`src/rtl/scfla_pkg.sv`:
```
package scfla_pkg;

    // Fixed field widths.
    localparam int SIZE_W     = 14;
    localparam int ADDR_W     = 16;
    localparam int STATUS_W   = 3;
    localparam int UNIT_SHIFT = 3;
    localparam int UNIT_BYTES = 8;
    localparam int UNITS_W    = SIZE_W + 1 - UNIT_SHIFT;
    localparam int LINK_W     = ADDR_W + 1;
    localparam int BUMP_W     = ADDR_W + 1;
    localparam int ADDR_SPACE = 65536;

    // Request opcodes.
    localparam logic CMD_ALLOC = 1'b0;
    localparam logic CMD_FREE  = 1'b1;

    // Result status codes.
    localparam logic [STATUS_W-1:0] ST_REUSED    = 3'd0;
    localparam logic [STATUS_W-1:0] ST_FRESH     = 3'd1;
    localparam logic [STATUS_W-1:0] ST_FREED     = 3'd2;
    localparam logic [STATUS_W-1:0] ST_BAD_SIZE  = 3'd3;
    localparam logic [STATUS_W-1:0] ST_EXHAUSTED = 3'd4;

    typedef struct packed {
        logic              cmd;
        logic [SIZE_W-1:0] size_bytes;
        logic [ADDR_W-1:0] block_addr;
    } t_req;

    typedef struct packed {
        logic [ADDR_W-1:0]   result_addr;
        logic [STATUS_W-1:0] status;
    } t_rsp;

    // Commands from the controller to the datapath.
    typedef struct packed {
        logic clear;
        logic accept;
        logic fin_direct;
        logic free_zero;
        logic pop;
        logic link;
    } t_ctrl_cmd;

    // Status from the datapath to the controller.
    typedef struct packed {
        logic clear_last;
        logic req_bad;
        logic req_free;
        logic head_valid;
        logic out_free;
    } t_ctrl_sts;

endpackage

```
`src/rtl/scfla_ctrl.sv`:
```
module scfla_ctrl (
    input  logic                  i_clk,
    input  logic                  i_rst_n,
    input  logic                  i_valid,
    input  scfla_pkg::t_ctrl_sts  i_sts,
    output scfla_pkg::t_ctrl_cmd  o_cmd,
    output logic                  o_in_ready
);
    import scfla_pkg::*;

    typedef enum logic [4:0] {
        S_CLEAR  = 5'b00001,
        S_IDLE   = 5'b00010,
        S_DECIDE = 5'b00100,
        S_POP    = 5'b01000,
        S_LINK   = 5'b10000
    } t_state;

    t_state r_state;
    t_state n_state;

    always_ff @(posedge i_clk) begin
        if (!i_rst_n) begin
            r_state <= S_CLEAR;
        end else begin
            r_state <= n_state;
        end
    end

    always_comb begin
        n_state    = r_state;
        o_cmd      = '0;
        o_in_ready = 1'b0;
        unique case (r_state)
            S_CLEAR: begin
                o_cmd.clear = 1'b1;
                if (i_sts.clear_last) begin
                    n_state = S_IDLE;
                end
            end
            S_IDLE: begin
                o_in_ready = 1'b1;
                if (i_valid) begin
                    o_cmd.accept = 1'b1;
                    n_state      = S_DECIDE;
                end
            end
            S_DECIDE: begin
                // Bad sizes, fresh and exhausted allocations finish here.
                priority if (i_sts.req_bad || (!i_sts.req_free && !i_sts.head_valid)) begin
                    if (i_sts.out_free) begin
                        o_cmd.fin_direct = 1'b1;
                        n_state          = S_IDLE;
                    end
                end else if (i_sts.req_free) begin
                    o_cmd.free_zero = 1'b1;
                    n_state         = S_LINK;
                end else begin
                    n_state = S_POP;
                end
            end
            S_POP: begin
                if (i_sts.out_free) begin
                    o_cmd.pop = 1'b1;
                    n_state   = S_IDLE;
                end
            end
            S_LINK: begin
                if (i_sts.out_free) begin
                    o_cmd.link = 1'b1;
                    n_state    = S_IDLE;
                end
            end
            default: begin
                n_state = S_CLEAR;
            end
        endcase
    end

endmodule

```
`config.mk`:
```
export PLATFORM = sky130hd
export DESIGN_NAME = scfla_ctrl
export DESIGN_NICKNAME = d
export VERILOG_FILES = /design/src/rtl/scfla_pkg.sv /design/src/rtl/scfla_ctrl.sv
export SDC_FILE = /design/constraint.sdc
export NUM_CORES = 1
export LEC_CHECK = 0
export ABC_AREA = 1
export CORE_AREA = 2 2 39 41
export DETAILED_ROUTE_END_ITERATION = 10
export DIE_AREA = 0 0 41 43
export DONT_BUFFER_PORTS = 1
export GPL_TIMING_DRIVEN = 0
export HOLD_SLACK_MARGIN = 0.02
export PLACE_DENSITY_LB_ADDON = 0.2
export SLEW_MARGIN = 5
export SYNTH_ARGS = -nofsm -noshare
export SYNTH_HDL_FRONTEND = slang
export SYNTH_SLANG_ARGS = --single-unit
```
`constraint.sdc`:
```
create_clock -name i_clk -period 1 [get_ports i_clk]
set_input_delay 0.05 -clock i_clk [delete_from_list [all_inputs] [get_ports i_clk]]
set_output_delay 0.05 -clock i_clk [all_outputs]
set_load 0.01 [all_outputs]
```
# After elaboration in Yosys (flattened, before gate mapping)
# Index checks and enable logic that the tools add are counted.
dict set report totals {
  reg_bits 5
  in_bits 8
  output_inout_bits 7
  wordCells 31
}
dict set report op_classes {
  n_eq_ne 7
  n_mux 17
  n_reduce_logical 6
}
# op count
set ops {}
lappend ops {{5-bit two-way mux} 5}
lappend ops {{5-bit one-hot mux with 4 select lines} 1}
lappend ops {{1-bit two-way mux} 10}
lappend ops {{5-bit by 1-bit equality test with 1-bit output (second input constant)} 1}
lappend ops {{5-bit by 2-bit equality test with 1-bit output (second input constant)} 1}
lappend ops {{5-bit by 3-bit equality test with 1-bit output (second input constant)} 1}
lappend ops {{5-bit by 4-bit equality test with 1-bit output (second input constant)} 1}
lappend ops {{5-bit equality test (second input constant)} 1}
lappend ops {{2-bit inequality test (second input constant)} 2}
lappend ops {{1-bit logical NOT} 2}
lappend ops {{2-bit two-way mux} 1}
lappend ops {{2-bit AND reduction} 1}
lappend ops {{2-bit OR reduction} 1}
lappend ops {{1-bit logical AND} 1}
lappend ops {{1-bit logical OR} 1}

# Longest topological paths before layout
dict set report logic_depth {
  ltp_word 5
  ltp_mapped 9
  depth_no_buf 9
}

# Worst setup path after synthesis
# Ideal clock, no wire load.
dict set report synth_timing {
  kind {reg-to-reg}
  from {register r_state[2]}
  to {register r_state[1]}
  arrival_time_ns 0.994
  required_time_ns 0.884
  slack_ns -0.110
  stages_incl_launch_ff 9
  path_cell_list {dfxtp_1 nor2_2 nand3_1 inv_1 nand2_1 nand2_1 inv_1 nand2_1 a21oi_2}
}
dict set report synth_via {
  elab_chain_len 3
}
# item line
set synth_lines {}
lappend synth_lines {{start, declared} scfla_ctrl.sv:19} ;# t_state r_state;
lappend synth_lines {{start signal, assigned} scfla_ctrl.sv:26} ;# r_state <= n_state;
lappend synth_lines {{5-bit equality test (tied with other cells)} scfla_ctrl.sv:34} ;# unique case (r_state)
lappend synth_lines {{2-bit OR reduction (no source line) / 2-bit inequality test (equally long branches)} n/a}
lappend synth_lines {{5-bit one-hot mux with 4 select lines / 2-bit AND reduction (equally long branches)} n/a}
# Several ways; a longest one is shown, not always the timed one.
# A chain may end at the register's enable or synchronous reset.

==> results.yml <==
drt:
  dr.pass1.iters: 3
  drc_errors: 0
  vias: 420
  avgViaCountPerCell: 4.57
  drt_iter0_drc: 8
  wl_um: 997
  antenna_left: 0
  wire_per_inst_um: 10.8
critical_path:
  reg2reg_depth: 7
  worstPathArrival_ns: 1.09
  r2r_slack_ns: -0.14
  worstPathMaxFanout: 4
  r2r-end: "r_state[1]"
  cp-start-kind: "flop"
  r2r_start: "r_state[3]"
  crit_type: "flop to output pin"
  cp_data_required_time_ns: 0.95
  cp-end-kind: "output pin"
synth:
  synthMuxAreaShare_pct: 0
  synth_compound_area_share_pct: 9.86
  synth_top_family_by_area: "simple AND/OR/NAND/NOR gates"
  synth_simple_gate_area_share_pct: 47.6
  synth_cell_types: 15
  syn_area_sq_um: 368
  seq_area_frac_synth_pct: 27.2
  yosys_warnings: 0
  syn_inst: 62
  synth-seq-cells: 5
  avgSynthCellArea_sq_um: 5.93
  synth_nets: 70
  synthXorXnorAreaFrac_pct: 0
  synthAdderAreaFrac_pct: 0
clocking:
  clock_path_buffers: 2
  htreeDepth: 1
  clock_latency_ns: 0.25
  cts_tree: "done"
  numCtsBuffers: 3
  numClockSinks: 5
  clk_pin_slew_ns: 0.05
  cts_root_buf: "clkbuf_4"
worst_hold_path:
  hold_path_depth: 3
  timing.hold.worst.class: "input port to flop"
  holdPathEnd: "r_state[0]"
  min_from: "i_sts[4]"
grt:
  grtUsageTotal_pct: 14.8
  antenna_found_initial: 0
  grt_overflow: 0
  grt_max_degree: 8
  grt_pass1_wl_um: 1700
  grt_pass1_vias: 424
timing:
  slew_violations: 0
  skew_ns: 0.00698
  final.period_utilization_pct: 114
  max_freq_ghz: 0.875
  finalHoldViolations: 0
  setup_tns_ns: -1.13
  max-slew-margin-rel_pct: 83.1
  rsz0062_at_grt: "true"
  setup_violations: 12
  fin_crit_ns: 1.14
  worst_slack_ns: -0.143
  tightest_slew_ns: 0.253
die:
  coreArea_sq_mm: 0.00138
  rows: 14
  io_pins: 15
  initial_core_util_pct: 26.6
  design.die.area_sq_mm: 0.00176
  fp.dieH_um: 43
  die_w_um: 41
layout:
  nFillCells: 156
  largest_reg_flops: 5
  nets: 85
  regMostFlops: "r_state"
  final_cell_mix: "9 x buf_4, 8 x inv_1, 8 x nand2_1"
  n_antenna_cell: 0
  area_delta_synth_final_pct: 56.1
  largestRegisters: "r_state: 5 flops"
  drive_gt1_share_pct: 56.6
  layout_commonest_cell: "buf_4"
  finish.instance_area_sq_um: 574
placed_design:
  gp_congestion: 0.727
  postPlaceCellArea_sq_um: 405
  hpwl_um: 690
  portBuffers: 0
run_status:
  outcome: "finished, violations left"
  violations: "setup timing"
pwr:
  pwr_density_cell_mw_per_mm2: 1500
  p_leak_nw: 0.263
  ir_drop_mv: 0.578
flow_run:
  drv_cap: 0
==> through the flow <==
step,std cells,setup slack (ns),power [W],hold slack (ns),util (%)
2_1_floorplan,62,-0.0499,0.000445,0.149,-
3_3_place_gp,78,-0.156,0.000480,0.161,29.3
3_5_place_dp,78,-0.176,0.000482,0.162,29.3
4_1_cts,90,-0.178,0.000852,0.0333,39.4
5_1_grt,92,-0.219,0.000923,0.0563,41.5
6_report,92,-0.143,0.000859,0.0318,41.5
==> routing by layer <==
| layer | routed length [um] | global-route usage, % | up-vias | part of all wire (%) |
|---|---|---|---|---|
| met1 | 396 | 16.8 | 186 | 40 |
| met4 | 17 | 10.0 | 0 | 1.7 |
| met5 | 0 | 0 | - | 0 |
| met3 | 53 | 4.19 | 2 | 5.3 |
| li1 | - | - | 221 | - |
| met2 | 530 | 22.5 | 11 | 53 |
==> cell type report <==
type | count | area, sq um | share of cell area (%)
clock buffers | 4 | 26.3 | 4.58
inverters | 15 | 58.8 | 10.2
multi-input cells | 42 | 282 | 49.0
flip-flops and latches | 5 | 110 | 19.2
well taps | 16 | 20.0 | 3.49
repair buffers | 10 | 77.6 | 13.5
==> power breakdown <==
group / internal, W / switching (W) / total (W)
clock: 0.000152 / 0.0000946 / 0.000246
sequential: 0.000231 / 0.0000336 / 0.000265
combinational: 0.000149 / 0.000200 / 0.000349
==> synthesized netlist by cell type <==
| master | number | share of area (%) |
|---|---|---|
| inv_1 | 13 | 13 |
| nand2_1 | 13 | 13 |
| nand3_1 | 8 | 11 |
| nor2_1 | 8 | 8.2 |
| dfxtp_1 | 5 | 27 |
| a21oi_1 | 3 | 4.1 |
| inv_2 | 2 | 2.0 |
| nor2_2 | 2 | 3.4 |
| nor2_4 | 2 | 6.1 |
| a21oi_2 | 1 | 2.4 |
| nand2_2 | 1 | 1.7 |
| nand3_2 | 1 | 2.7 |
| nor3_1 | 1 | 1.4 |
| o211ai_1 | 1 | 2.0 |
| o21ai_0 | 1 | 1.4 |
==> repair_timing <==
item                                   CTS  global route
buffers inserted                         7             2
resized for setup                       18             5
endpoints found under the hold margin    3             0
setup endpoints to repair               12            12
hold buffers                             1             0
pin swaps                                8             4
==> kinds of logic (layout without fill, tap and decap cells) <==
| logic type | after synthesis | in the layout |
|---|---|---|
| compound gates | 6 | 6 |
| flops | 5 | 5 |
| buf+inv | 15 | 29 |
| simple gates | 36 | 36 |
==> worst max-delay path by stage <==
| stage | cells after the start | end | slack (ns) | from |
|---|---|---|---|---|
| floorplan | 9 | r_state[1] | -0.05 | r_state[1] |
| global placement | 9 | r_state[1] | -0.16 | r_state[0] |
| detailed placement | 9 | r_state[1] | -0.18 | r_state[0] |
| CTS | 5 | o_cmd[2] | -0.18 | r_state[1] |
| global route | 7 | r_state[2] | -0.22 | r_state[4] |
| finish | 5 | o_cmd[2] | -0.14 | r_state[3] |
==> worst max-delay path, cell delays in order (launching register included) <==
cell and delay (ns):
dfxtp_4 0.35, inv_2 0.08, nand2_2 0.07, nor2_4 0.16, inv_2 0.07, nor2_4 0.11
Note: power is estimated with default switching activity, not from simulation.
